### config.mk
export PLATFORM = sky130hd
export DESIGN_NAME = ntp_time_line_parser
export DESIGN_NICKNAME = d
export VERILOG_FILES = /design/src/rtl/ntp_tlp_pkg.sv /design/src/rtl/ntp_tlp_line.sv /design/src/rtl/ntp_time_line_parser.sv
export VERILOG_INCLUDE_DIRS = /design/src /design/src/rtl
export SDC_FILE = /design/constraint.sdc
export NUM_CORES = 1
export LEC_CHECK = 0
export BUFFER_PORTS_ARGS = -buffer_cell sky130_fd_sc_hd__buf_2
export CAP_MARGIN = 20
export CORE_ASPECT_RATIO = 1.2
export CORE_MARGIN = 1
export CORE_UTILIZATION = 50
export DETAILED_ROUTE_END_ITERATION = 10
export GPL_TIMING_DRIVEN = 0
export PLACE_DENSITY = 0.68
export SKIP_CTS_REPAIR_TIMING = 1
export SYNTH_ARGS = -nofsm -noshare
export SYNTH_HDL_FRONTEND = slang
export SYNTH_SLANG_ARGS = --single-unit
### constraint.sdc
create_clock -name i_clk -period 6.15 [get_ports i_clk]
set_input_delay 0.3075 -clock i_clk [delete_from_list [all_inputs] [get_ports i_clk]]
set_output_delay 0.3075 -clock i_clk [all_outputs]
set_load 0.005 [all_outputs]
### src/rtl/ntp_time_line_parser_macros.svh
// assertion helpers for the time line parser
`ifndef NTP_TIME_LINE_PARSER_MACROS_SVH
`define NTP_TIME_LINE_PARSER_MACROS_SVH

// clocked check, off while reset is asserted
`define NTP_TLP_ASSERT(label, prop, msg) \
    label: assert property (@(posedge i_clk) disable iff (!i_rst_n) prop) else $error(msg);

// clocked check that also holds during reset
`define NTP_TLP_ASSERT_ALWAYS(label, prop, msg) \
    label: assert property (@(posedge i_clk) prop) else $error(msg);

`endif

### src/rtl/ntp_tlp_pkg.sv
package ntp_tlp_pkg;

    localparam int BYTE_W    = 8;
    localparam int POS_W     = 6;
    localparam int YEAR_W    = 14;
    localparam int MONTH_W   = 4;
    localparam int FIELD2_W  = 7;
    localparam int WEEKDAY_W = 3;

    localparam logic [POS_W-1:0] PREFIX_END  = 6'd12;
    localparam logic [POS_W-1:0] WDAY_POS0   = 6'd13;
    localparam logic [POS_W-1:0] WDAY_POS1   = 6'd14;
    localparam logic [POS_W-1:0] WDAY_POS2   = 6'd15;
    localparam logic [POS_W-1:0] MON_POS0    = 6'd17;
    localparam logic [POS_W-1:0] MON_POS1    = 6'd18;
    localparam logic [POS_W-1:0] MON_POS2    = 6'd19;
    localparam logic [POS_W-1:0] DAY_POS0    = 6'd21;
    localparam logic [POS_W-1:0] DAY_POS1    = 6'd22;
    localparam logic [POS_W-1:0] HOUR_POS0   = 6'd24;
    localparam logic [POS_W-1:0] HOUR_POS1   = 6'd25;
    localparam logic [POS_W-1:0] MIN_POS0    = 6'd27;
    localparam logic [POS_W-1:0] MIN_POS1    = 6'd28;
    localparam logic [POS_W-1:0] SEC_POS0    = 6'd30;
    localparam logic [POS_W-1:0] SEC_POS1    = 6'd31;
    localparam logic [POS_W-1:0] YEAR_POS0   = 6'd33;
    localparam logic [POS_W-1:0] YEAR_POS3   = 6'd36;
    localparam logic [POS_W-1:0] POS_MAX     = 6'd63;

    localparam logic [YEAR_W-1:0] UNSYNCED_YEAR_RESET = 14'd1970;

    localparam logic [MONTH_W-1:0]   MONTH_DEFAULT   = 4'd12;
    localparam logic [WEEKDAY_W-1:0] WEEKDAY_DEFAULT = 3'd6;

    typedef struct packed {
        logic [YEAR_W-1:0]    year;
        logic [MONTH_W-1:0]   month;
        logic [FIELD2_W-1:0]  day;
        logic [FIELD2_W-1:0]  hour;
        logic [FIELD2_W-1:0]  minute;
        logic [FIELD2_W-1:0]  second;
        logic [WEEKDAY_W-1:0] weekday;
        logic                 prefix_ok;
        logic                 format_ok;
        logic                 time_valid;
    } t_result;

    function automatic logic [BYTE_W-1:0] prefix_char(input logic [3:0] idx);
        logic [BYTE_W-1:0] c;
        case (idx)
            4'd0:    c = "+";
            4'd1:    c = "C";
            4'd2:    c = "I";
            4'd3:    c = "P";
            4'd4:    c = "S";
            4'd5:    c = "N";
            4'd6:    c = "T";
            4'd7:    c = "P";
            4'd8:    c = "T";
            4'd9:    c = "I";
            4'd10:   c = "M";
            4'd11:   c = "E";
            4'd12:   c = ":";
            default: c = 8'h00;
        endcase
        return c;
    endfunction

    function automatic logic is_digit(input logic [BYTE_W-1:0] b);
        return (b >= "0") && (b <= "9");
    endfunction

    // non-digits count as zero
    function automatic logic [3:0] digit_val(input logic [BYTE_W-1:0] b);
        logic [BYTE_W-1:0] d;
        d = b - "0";
        return is_digit(b) ? d[3:0] : 4'd0;
    endfunction

    function automatic logic [MONTH_W-1:0] decode_month(input logic [23:0] c);
        logic [MONTH_W-1:0] m;
        unique case (c)
            "Jan":   m = 4'd1;
            "Feb":   m = 4'd2;
            "Mar":   m = 4'd3;
            "Apr":   m = 4'd4;
            "May":   m = 4'd5;
            "Jun":   m = 4'd6;
            "Jul":   m = 4'd7;
            "Aug":   m = 4'd8;
            "Sep":   m = 4'd9;
            "Oct":   m = 4'd10;
            "Nov":   m = 4'd11;
            default: m = MONTH_DEFAULT;
        endcase
        return m;
    endfunction

    function automatic logic [WEEKDAY_W-1:0] decode_weekday(input logic [23:0] c);
        logic [WEEKDAY_W-1:0] w;
        unique case (c)
            "Sun":   w = 3'd0;
            "Mon":   w = 3'd1;
            "Tue":   w = 3'd2;
            "Wed":   w = 3'd3;
            "Thu":   w = 3'd4;
            "Fri":   w = 3'd5;
            default: w = WEEKDAY_DEFAULT;
        endcase
        return w;
    endfunction

endpackage

### src/rtl/ntp_tlp_line.sv
module ntp_tlp_line (
    input  logic                                i_clk,
    input  logic                                i_rst_n,
    input  logic                                i_take,
    input  logic [ntp_tlp_pkg::BYTE_W-1:0]      i_byte,
    input  logic                                i_last,
    input  logic [ntp_tlp_pkg::YEAR_W-1:0]      i_unsynced_year,
    output ntp_tlp_pkg::t_result                o_result
);
    import ntp_tlp_pkg::*;

    logic [POS_W-1:0]    r_pos, n_pos;
    logic [23:0]         r_wday, n_wday;
    logic [23:0]         r_mon, n_mon;
    logic [FIELD2_W-1:0] r_day, n_day;
    logic [FIELD2_W-1:0] r_hour, n_hour;
    logic [FIELD2_W-1:0] r_min, n_min;
    logic [FIELD2_W-1:0] r_sec, n_sec;
    logic [YEAR_W-1:0]   r_year, n_year;
    logic                r_pre, n_pre;
    logic                r_dig, n_dig;
    logic [3:0]          dval;
    logic                pre_ok;
    logic                fmt_ok;

    assign dval = digit_val(i_byte);

    always_comb begin
        n_pos  = (r_pos == POS_MAX) ? r_pos : r_pos + 6'd1;
        n_wday = r_wday;
        n_mon  = r_mon;
        n_day  = r_day;
        n_hour = r_hour;
        n_min  = r_min;
        n_sec  = r_sec;
        n_year = r_year;
        n_pre  = r_pre;
        n_dig  = r_dig;
        if (r_pos <= PREFIX_END) begin
            if (i_byte != prefix_char(r_pos[3:0])) begin
                n_pre = 1'b0;
            end
        end else if (r_pos == WDAY_POS0) begin
            n_wday[23:16] = i_byte;
        end else if (r_pos == WDAY_POS1) begin
            n_wday[15:8] = i_byte;
        end else if (r_pos == WDAY_POS2) begin
            n_wday[7:0] = i_byte;
        end else if (r_pos == MON_POS0) begin
            n_mon[23:16] = i_byte;
        end else if (r_pos == MON_POS1) begin
            n_mon[15:8] = i_byte;
        end else if (r_pos == MON_POS2) begin
            n_mon[7:0] = i_byte;
        end else if (r_pos == DAY_POS0 || r_pos == DAY_POS1) begin
            n_day = FIELD2_W'(r_day * 7'd10 + FIELD2_W'(dval));
            n_dig = r_dig & is_digit(i_byte);
        end else if (r_pos == HOUR_POS0 || r_pos == HOUR_POS1) begin
            n_hour = FIELD2_W'(r_hour * 7'd10 + FIELD2_W'(dval));
            n_dig  = r_dig & is_digit(i_byte);
        end else if (r_pos == MIN_POS0 || r_pos == MIN_POS1) begin
            n_min = FIELD2_W'(r_min * 7'd10 + FIELD2_W'(dval));
            n_dig = r_dig & is_digit(i_byte);
        end else if (r_pos == SEC_POS0 || r_pos == SEC_POS1) begin
            n_sec = FIELD2_W'(r_sec * 7'd10 + FIELD2_W'(dval));
            n_dig = r_dig & is_digit(i_byte);
        end else if (r_pos >= YEAR_POS0 && r_pos <= YEAR_POS3) begin
            n_year = YEAR_W'(r_year * 14'd10 + YEAR_W'(dval));
            n_dig  = r_dig & is_digit(i_byte);
        end
    end

    assign pre_ok = n_pre && (r_pos >= PREFIX_END);
    assign fmt_ok = n_dig && (r_pos >= YEAR_POS3);

    always_comb begin
        o_result.year       = n_year;
        o_result.month      = decode_month(n_mon);
        o_result.day        = n_day;
        o_result.hour       = n_hour;
        o_result.minute     = n_min;
        o_result.second     = n_sec;
        o_result.weekday    = decode_weekday(n_wday);
        o_result.prefix_ok  = pre_ok;
        o_result.format_ok  = fmt_ok;
        o_result.time_valid = pre_ok && fmt_ok && (n_year != i_unsynced_year);
    end

    always_ff @(posedge i_clk) begin
        if (!i_rst_n || (i_take && i_last)) begin
            r_pos  <= '0;
            r_wday <= '0;
            r_mon  <= '0;
            r_day  <= '0;
            r_hour <= '0;
            r_min  <= '0;
            r_sec  <= '0;
            r_year <= '0;
            r_pre  <= 1'b1;
            r_dig  <= 1'b1;
        end else if (i_take) begin
            r_pos  <= n_pos;
            r_wday <= n_wday;
            r_mon  <= n_mon;
            r_day  <= n_day;
            r_hour <= n_hour;
            r_min  <= n_min;
            r_sec  <= n_sec;
            r_year <= n_year;
            r_pre  <= n_pre;
            r_dig  <= n_dig;
        end
    end

endmodule

### src/rtl/ntp_time_line_parser.sv
// Parses a modem time reply line "+CIPSNTPTIME:Www Mmm DD hh:mm:ss YYYY" one
// byte per word on the slave stream, tlast marking the line's last byte. The
// block takes one word every cycle while the result stream is not stalled:
// each byte goes through an input register and then an update of the per-line
// position, name and digit registers. The word with tlast, once taken from the
// input register, gives one registered result word; other bytes give none.
// Result tdata holds, from bit 0 up: year[13:0], month[17:14] (1-12, unknown
// name 12), day[24:18], hour[31:25], minute[38:32], second[45:39],
// weekday[48:46] (0 = Sunday, unknown name 6), zeros to bit 55. tuser holds
// prefix_ok, format_ok and time_valid; time_valid is low when the year equals
// the configured unsynchronized year (1970 after reset). Write that year only
// while no line is in flight.
`include "ntp_time_line_parser_macros.svh"

module ntp_time_line_parser (
    input  logic        i_clk,
    input  logic        i_rst_n,
    input  logic        i_cfg_we,
    input  logic [13:0] i_cfg_wdata,     // unsynced_year
    input  logic        s_axis_tvalid,
    output logic        s_axis_tready,
    input  logic [7:0]  s_axis_tdata,    // rx_byte
    input  logic        s_axis_tlast,    // line_end
    output logic        m_axis_tvalid,
    input  logic        m_axis_tready,
    output logic [55:0] m_axis_tdata,    // year, month, day, hour, minute, second, weekday
    output logic [2:0]  m_axis_tuser     // prefix_ok, format_ok, time_valid
);
    import ntp_tlp_pkg::*;

    logic [YEAR_W-1:0] r_unsynced_year;
    logic              r_in_valid, n_in_valid;
    logic [BYTE_W-1:0] r_in_byte;
    logic              r_in_last;
    logic              r_out_valid, n_out_valid;
    t_result           r_out;
    t_result           line_result;
    logic              s_accept;
    logic              take;

    assign take          = r_in_valid && (!r_in_last || !r_out_valid || m_axis_tready);
    assign s_axis_tready = !r_in_valid || take;
    assign s_accept      = s_axis_tvalid && s_axis_tready;

    ntp_tlp_line u_line (
        .i_clk           (i_clk),
        .i_rst_n         (i_rst_n),
        .i_take          (take),
        .i_byte          (r_in_byte),
        .i_last          (r_in_last),
        .i_unsynced_year (r_unsynced_year),
        .o_result        (line_result)
    );

    always_comb begin
        n_in_valid  = s_accept ? 1'b1 : (take ? 1'b0 : r_in_valid);
        n_out_valid = (take && r_in_last) ? 1'b1 :
                      (m_axis_tready ? 1'b0 : r_out_valid);
    end

    always_ff @(posedge i_clk) begin
        if (!i_rst_n) begin
            r_unsynced_year <= UNSYNCED_YEAR_RESET;
            r_in_valid      <= 1'b0;
            r_out_valid     <= 1'b0;
        end else begin
            if (i_cfg_we) begin
                r_unsynced_year <= i_cfg_wdata;
            end
            r_in_valid  <= n_in_valid;
            r_out_valid <= n_out_valid;
        end
    end

    always_ff @(posedge i_clk) begin
        if (s_accept) begin
            r_in_byte <= s_axis_tdata;
            r_in_last <= s_axis_tlast;
        end
        if (take && r_in_last) begin
            r_out <= line_result;
        end
    end

    assign m_axis_tvalid = r_out_valid;
    assign m_axis_tdata  = {7'd0, r_out.weekday, r_out.second, r_out.minute,
                            r_out.hour, r_out.day, r_out.month, r_out.year};
    assign m_axis_tuser  = {r_out.time_valid, r_out.format_ok, r_out.prefix_ok};

    `NTP_TLP_ASSERT(a_last_gives_result, take && r_in_last |=> m_axis_tvalid, "line end lost")
    `NTP_TLP_ASSERT(a_result_from_last, $rose(m_axis_tvalid) |-> $past(take && r_in_last), "result without line end")
    `NTP_TLP_ASSERT(a_valid_implies_ok, m_axis_tvalid && m_axis_tuser[2] |-> m_axis_tuser[1] && m_axis_tuser[0], "time valid without prefix and format")
    `NTP_TLP_ASSERT(a_month_range, m_axis_tvalid |-> (r_out.month != 4'd0) && (r_out.month <= MONTH_DEFAULT), "month out of range")
    `NTP_TLP_ASSERT_ALWAYS(a_reset_clears, !$past(i_rst_n) |-> !m_axis_tvalid && !r_in_valid, "reset did not clear valids")

endmodule

# Word level (Yosys, flattened, before mapping)
# Memory sizes are Yosys's and may differ from the RTL's. A register that Yosys moved wholly into a read port is not among the register bits.
# Cells that the tools add are included.
# word_totals
regBits	175
rom_bits	112
in_bits	28
output_inout_bits	61
elab_cells	194
mem_count	1
# op_classes
addsub	7
multipliers	5
order_cmp	7
eq_ne	34
n_mux	89
bitwise_logic	2
reduce_logical	24
# mem_list
name	words	word_bits	rd	rd_clocked_by_memory_dff	wr	line_no	rtl
(no name shown)	16	7	1	1	0	ntp_tlp_pkg.sv:49	case (idx)
# op_table
op	n
equality test 24 x 23 -> 1 bit, second input constant	17
two-way mux 7 bit	38
two-way mux 14 bit	12
two-way mux 24 bit	5
two-way mux 8 bit	9
equality test 6 x 5 -> 1 bit, second input constant	11
one-hot mux 4 bit (11 select lines)	1
two-way mux 16 bit	2
adder 7 x 4 -> 7 bit	4
multiplier 7 x 3 -> 6 bit, second input constant	4
equality test 6 x 4 -> 1 bit, second input constant	3
two-way mux 1 bit	18
one-hot mux 3 bit (6 select lines)	1
adder 14 x 4 -> 14 bit	1
multiplier 14 x 3 -> 13 bit, second input constant	1
inequality test 14 bit	1
greater-or-equal comparator 6 bit, second input constant	2
two-way mux 4 bit	3
logical AND 1 bit	9
greater-or-equal comparator 8 x 6 -> 1 bit, second input constant	1
<= comparator 8 x 6 -> 1 bit, second input constant	1
logical OR 1 bit	8
inequality test 8 bit	1
adder 6 x 1 -> 6 bit, second input constant	1
10 further kinds	14

# Longest topological paths before layout
# Gate-level depths: netlist of the first run.
# logic_depth
ltp_word	18
ltp_mapped	14
mapped_depth_nobuf	13

# Hierarchy
# Synthesis of the first run repeated with hierarchy kept, for this count alone.
# hier_totals
cells_unflattened	1162
hier_area_um2	10784.1
# modules_own_cells
module	n_inst	cells_per_inst	area_each_um2	seq_area_each_um2
ntp_tlp_line	1	1036	8267.9	2102.0
ntp_time_line_parser	1	126	2516.2	2152.1

# Worst setup path before layout of the first run
# No wires, ideal clock.
# synth_timing
path_type	register -> register
from	register r_in_byte[3]
to	register r_out, in the netlist m_axis_tuser[2] (data pin)
setup_time_ps	277
arrival_time_ps	3681
required_time_ps	5873
setup_slack_ps	2192
path_stages_with_launch	15
n_path_buf	1
synth_period_minus_slack_ps	3958
path_cell_list	edfxtp_1 -> clkbuf_1 -> o21ai_0 -> and4_1 -> nand2_1 -> inv_1 -> fa_1 -> inv_1 -> a31o_2 -> a211oi_1 -> xnor2_1 -> o2111ai_1 -> or4_1 -> nor4_1 -> a41oi_1
# synth_rtl
element	line_no	rtl
start: declaration	ntp_time_line_parser.sv:33	logic [BYTE_W-1:0] r_in_byte;
start signal: assignment	ntp_time_line_parser.sv:77	r_in_byte <= s_axis_tdata;
end signal: assignment	ntp_time_line_parser.sv:81	r_out <= line_result;
end: declaration	ntp_time_line_parser.sv:36	t_result r_out;

==> out/qor.yml, run 1 <==
grt_start_max_net_pins: 45
wl_um: 28000
grt_antenna_before_repair: 0
clock_latency_ns: 0.45
vias: 8944
cts_tree: "built"
netlist.area_leader.share_pct: 22.86
min_period_over_period_pct: 81.13
setup_viol: 0
rows: 58
ys_types: 75
drive_gt1_share_pct: 12.01
syn_avg_cell_area_um2: 8.921
min_period_ns: 4.990
diodes: 0
startpoint_type: "flop"
ir_drop_mv: 0.1920
synthArstFlopShare_pct: 0
drc: 0
die-area_um2: 21780
cp.arrival_ns: 5.16
grt_pass1_vias: 8359
synth-edff-count: 61
grt_pass1_wl_um: 44150
viasPerCell: 5.672
slowest_stage: "fa_1"
place_congestion: 0.9265
synth_ff_type: "dfxtp_1"
maxSlewHeadroom_pct: 40.12
cts_inserted_buffers: 17
ios: 89
yosys.area.top_type: "dfxtp_1"
hold_depth: 1
crit_chain: "clkbuf_1 -> o21ai_0 -> and4_1 -> nand2_1 -> inv_1 -> fa_1 -> inv_1 -> a31o_2 -> a211oi_1 -> xnor2_1 -> o2111ai_1 -> or4_1 -> nor4_1 -> a41oi_1"
numClockSinks: 182
clockRootBuffer: "clkbuf_16"
timing.setup.critical_path_class: "flop to flop"
htreeDepth: 4
max-clock-path-buffers: 2
portBuffers: 80
cp_max_fo: 10
status: "finished, final reports clean"
cp_top_family: "simple AND/OR/NAND/NOR gates"
ant_nets: 0
syn_to_final_growth_pct: 12.62
grt-ovfl-total: 0
initial_core_util_pct: 50.71
n_fill_cell: 1906
synth-seq-area-share_pct: 40.14
endpoint_kind: "flop"
yosys-top-cells-area: "dfxtp_1, edfxtp_1, ha_1"
rr_worst_depth: 14
fin_nets: 1390
fp.dieH_um: 161.5
die_w_um: 134.9
worstHoldPathType: "input pin to flop"
ys_seq_elements: 182
holdPathEnd: "r_in_byte[7]"
clk_pin_slew_ns: 0.07
rsz0062_at_grt: "no"
final_util_pct: 57.11
clock.fmax_mhz: 200.4
min_from: "s_axis_tdata[7]"
first_iter_violations: 696
grt_usage_pct: 26.36
wl_per_cell_um: 17.76
place_hpwl_um: 20190
p_leak_nw: 4.643
skew_ns: 0.009182
r2r-start: "r_in_byte[3]"
required_ns: 6.32
drt_first_pass_iters: 5
cap_viol_max_count: 0
yosys_warnings: 0
timing.critical_path.mode_cell: "inv_1"
maxSlewViolCount: 0
worst_pin_slew_ns: 0.8857
hold_viol: 0
postSynthCellCount: 1188
pwr_density_cell_nw_per_um2: 213.4
netlist_area_um2: 10600
critical_path.max_stage_delay_ns: 0.61
rrSetupSlack_ns: 1.16
r2r-end: "m_axis_tuser[2]"
fin_setup_tns_ns: 0
coreArea_um2: 20900
crit_buf_inv: 3
power breakdown:
group	internal, mW	switching (mW)	total (mW)
Clock	0.569	0.487	1.06
Combinational	0.0755	0.131	0.206
Sequential	1.27	0.0202	1.29
Total	1.91	0.637	2.55
cells in the mapped netlist (7+ instances only):
master and n:
and2_1 8, o21ai_0 82, buf_1 10, and3_1 11
nand2b_1 12, buf_4 8, mux2i_1 33, ha_1 58
xnor2_1 50, nand4_1 7, nand3_1 27, xor2_1 25
mux2_2 22, fa_1 10, a21o_1 7, nand2_1 177
clkbuf_1 49, a21oi_1 92, nor3_1 27, nor3b_1 10
nor2b_1 16, o211ai_1 7, dfxtp_1 121, inv_1 39
edfxtp_1 61, nor2_1 99, a211oi_1 13
routing by layer:
| layer | up-vias | global-route usage (%) | routed length (um) |
|---|---|---|---|
| met3 | 57 | 3.798 | 1178 |
| li1 | 4379 | - | - |
| met4 | 0 | 11.24 | 946 |
| met5 | - | 0 | 0 |
| met1 | 4265 | 31.87 | 11680 |
| met2 | 243 | 46.34 | 14200 |
registers in the layout (all words and copies together), names as in the netlist, named ones only:
register,count
r_in_byte,8
u_line.r_pre,1
r_unsynced_year,14
r_in_valid,1
u_line.r_day,7
u_line.r_mon,24
r_in_last,1
u_line.r_sec,7
u_line.r_pos,6
m_axis_tuser,3
u_line.r_dig,1
m_axis_tvalid,1
u_line.r_min,7
u_line.r_year,14
m_axis_tdata,49
u_line.r_wday,24
u_line.r_hour,7
worst max-delay path by stage:
stage | start | endpoint | slack (ns) | cells past startpoint
final | r_in_byte[3] | m_axis_tuser[2] | 1.16 | 14
after global routing | r_in_byte[3] | m_axis_tuser[2] | 0.87 | 14
after detailed placement | r_in_byte[3] | m_axis_tuser[2] | 1.17 | 14
after global placement | r_in_byte[3] | m_axis_tuser[2] | 1.09 | 14
after CTS | r_in_byte[3] | m_axis_tuser[2] | 1.16 | 14
after floorplan | r_in_byte[3] | m_axis_tuser[2] | 2.19 | 14
worst reg2reg max path: stages (launching register included):
cell       delay [ns]
edfxtp_1         0.32
clkbuf_1         0.49
o21ai_0          0.16
and4_1           0.34
nand2_1          0.35
inv_1            0.27
fa_1             0.61
inv_1            0.05
a31o_2           0.22
a211oi_1         0.58
xnor2_1          0.19
o2111ai_1        0.10
or4_1            0.60
nor4_1           0.28
a41oi_1          0.16
per-stage QoR:
stage / cell area, um^2 / setup WS (ns) / cells / hold WS, ns / total power, mW
2_1_floorplan: 10620 / 2.192 / 1194 / 0.4064 / 1.442
3_3_place_gp: 11360 / 1.090 / 1544 / 0.4434 / 1.513
3_5_place_dp: 11380 / 1.168 / 1545 / 0.4399 / 1.516
4_1_cts: 11940 / 1.159 / 1577 / 0.03016 / 2.560
5_1_grt: 11940 / 0.8660 / 1577 / 0.02239 / 2.629
6_report: 11940 / 1.160 / 1577 / 0.03337 / 2.547
layout make-up:
type | count | area, um^2 | area share [%]
clock buffer | 23 | 490.5 | 4.109
tap | 270 | 337.8 | 2.830
clock inverter | 9 | 66.31 | 0.5556
inverter | 39 | 146.4 | 1.227
timing repair buffer | 81 | 420.4 | 3.522
buffer | 71 | 314.1 | 2.631
multi-input combinational | 902 | 5906 | 49.48
sequential | 182 | 4254 | 35.64
cells in the final DEF, fill, tap and decap left out, types with 11 or more instances in the layout:
master	n
xnor2_1	50
a211oi_1	13
nor2_1	99
mux2_2	22
nand3_1	27
inv_1	38
a21oi_1	92
nand2_1	177
nor3_1	27
mux2i_1	33
o21ai_0	82
edfxtp_1	61
ha_1	58
clkbuf_16	19
clkbuf_1	53
dfxtp_1	121
buf_2	82
and3_1	11
xor2_1	25
nor2b_1	16
nand2b_1	12
logic make-up (layout without fill, tap and decap cells):
kind of cell    count (synthesis)  after routing  share of synthesized area (%)
buf+inv                       110            223                          4.345
other cells                     1              7                        0.03539
simple gates                  443            443                          20.15
compound gates                249            249                          13.87
fa+ha+maj                      68             68                          8.737
xor+xnor                       79             79                          7.048
flops                         182            182                          40.14
mux                            56             56                          5.667
No activity file was read; power rests on OpenSTA's default activity.
==> run 2: changes to the inputs <==
Clock period 6.15 ns to 4.97 ns, I/O delays scaled along.
==> run 2 against run 1 <==
Effect of this change:
- final area rose by 0.71%
- non-clock buffer count grew 6
- register-to-register slack got worse by 0.88 ns
- clock-buffer cell count unchanged
- global-route usage is the same
- worst hold slack got worse by 0.013 ns
- critical endpoint unchanged
- highest routed layer unchanged
==> out/qor.yml, run 2 (same netlist as run 1, synthesis figures left out) <==
status: "finished, final reports clean"
worst_pin_slew_ns: 0.8973  # +0.01155 ns
final_common_cell: "nand2_1"
cts_inserted_buffers: 17  # unchanged
most-common-layout-cells: "nand2_1, dfxtp_1, nor2_1"
wl_met1_um: 11900  # +1.9%
wl_met3_um: 981  # -17%
cts_tree: "built"
drive_gt1_share_pct: 12.11  # +0.097 points
rr_worst_depth: 13  # -1
ant_nets: 0  # unchanged
cp.arrival_ns: 4.86  # -0.30 ns
crit_chain: "o21ai_0 -> and4_1 -> nand2_1 -> inv_1 -> fa_1 -> inv_1 -> a31o_2 -> a211oi_2 -> xnor2_1 -> o2111ai_1 -> or4_1 -> nor4_1 -> a41oi_1"
min_period_ns: 4.693  # -0.2962 ns
timing.setup.critical_path_class: "flop to flop"
pwr_density_cell_nw_per_um2: 262.2  # +23%
drt_first_pass_iters: 7  # +2
required_ns: 5.14  # -1.18 ns
dpl-instance-area_um2: 11380  # unchanged
cp_max_fo: 10  # unchanged
clock_latency_ns: 0.44  # about the same
first_iter_violations: 772  # +11%
clkPwrFrac_pct: 41.3  # about the same
syn_to_final_growth_pct: 13.42
maxSlewHeadroom_pct: 39.34  # -0.78 points
fp.dieH_um: 161.5  # unchanged
rows: 58  # unchanged
hold_viol: 0  # unchanged
fin_nets: 1396  # +0.43%
htreeDepth: 4  # unchanged
die_w_um: 134.9  # unchanged
drc: 0  # unchanged
n_fill_cell: 1905  # -0.052%
diodes: 0  # unchanged
internal-power_mw: 2.368  # +24%
ios: 89  # unchanged
grt_pass1_vias: 8359  # unchanged
setup_viol: 0  # unchanged
min_period_over_period_pct: 94.44  # +13 points
numClockSinks: 182  # unchanged
switchingPower_mw: 0.7845  # +23%
total_power_mw: 3.152  # +24%
fin_cells: 1583  # +0.38%
p_leak_nw: 4.681  # +0.82%
final_area_um2: 12020  # +0.71%
placed_cells: 1545  # unchanged
largest_reg_flops: 49  # unchanged
grt_pass1_wl_um: 44150  # unchanged
sw_frac_of_total_pct: 24.89  # -0.14 points
max-clock-path-buffers: 2  # unchanged
vias: 8948  # +0.045%
clock.fmax_mhz: 213.1  # +6.3%
setup_ws_ns: 0.2765  # -0.8838 ns
final_util_pct: 57.51  # +0.41 points
maxSlewViolCount: 0  # unchanged
wl_per_cell_um: 17.76  # about the same
top_layer_used: "met4"
met2WireLength_um: 14300  # +0.70%
viasPerCell: 5.653  # -0.33%
clockRootBuffer: "clkbuf_16"
endpoint_kind: "flop"
grt_start_max_net_pins: 45  # unchanged
seq_power_share_pct: 50.6  # about the same
startpoint_type: "flop"
skew_ns: 0.01036  # +0.001175 ns
grt-ovfl-total: 0  # unchanged
coreArea_um2: 20900  # unchanged
worstHoldPathType: "input pin to flop"
rsz0062_at_grt: "no"
comb_power_share_pct: 8.1  # about the same
initial_core_util_pct: 50.71  # unchanged
grt_usage_pct: 26.36  # unchanged
r2r-start: "r_in_byte[3]"
pre_cts_slack_ns: -0.01243  # -1.180 ns
slowest_stage: "edfxtp_1"
place_congestion: 0.9265  # unchanged
critical_path.max_stage_delay_ns: 0.67  # +0.06 ns
place_hpwl_um: 20190  # unchanged
min_from: "i_cfg_wdata[1]"
die-area_um2: 21780  # unchanged
clk_pin_slew_ns: 0.07  # about the same
portBuffers: 80  # unchanged
ir_drop_mv: 0.2377  # +24%
wl_um: 28120  # +0.41%
grt_antenna_before_repair: 0  # unchanged
crit_start: "r_in_byte[3]"
timing.critical_path.mode_cell: "inv_1"
cap_viol_max_count: 0  # unchanged
hold_depth: 3  # +2
==> run 2: area by class of cell <==
cell class	instances	area [um^2]	share of cell area [%]
Clock buffer	23	490.5	4.080
Timing Repair Buffer	90	510.5	4.247
Inverter	39	146.4	1.218
Multi-Input combinational cell	902	5911	49.17
Clock inverter	9	66.31	0.5517
Tap cell	270	337.8	2.810
Buffer	68	304.0	2.529
Sequential cell	182	4254	35.39
==> run 2: path summary, 6_finish.rpt <==
| check | end | slack (ns) |
|---|---|---|
| worst min-delay path | r_unsynced_year[1] | 0.02 |
| worst max-delay path | m_axis_tuser[2] | 0.28 |
| worst max register to register | m_axis_tuser[2] | 0.28 |
| worst min register to register | u_line.r_mon[13] | 0.46 |
==> run 2: power groups by stage <==
stage	sequential, mW	combinational, mW	clock [mW]
after CTS	1.59	0.254	1.32
after detailed placement	1.62	0.252	0
after floorplan	1.62	0.167	0
final	1.60	0.255	1.30
after global placement	1.62	0.248	0
after global routing	1.60	0.280	1.38
==> run 2: metrics by stage <==
| step | setup TNS (ns) | hold WS (ns) |
|---|---|---|
| floorplan | 0 | 0.3474 |
| CTS | -0.02124 | -0.02884 |
| global route | 0 | 0.02556 |
| finish | 0 | 0.02024 |
| detailed placement | -0.01243 | 0.4266 |
| global placement | -0.09028 | 0.4275 |
==> run 2: critical path: cells and delay by family (launching register included) <==
family                   cells  cell delay, ns
AO/OA/AOI/OAI                5            1.07
XOR/XNOR                     1            0.17
AND/OR/NAND/NOR              4            1.55
buffers and inverters        2            0.33
adder cells (fa/ha/maj)      1            0.62
flip-flops                   1            0.67
==> run 2: metal layers <==
layer  track usage, %  vias to the layer above
met5                0                        -
met4            11.24                        0
met3            3.798                       58
met2            46.34                      207
met1            31.87                     4300
li1                 -                     4383
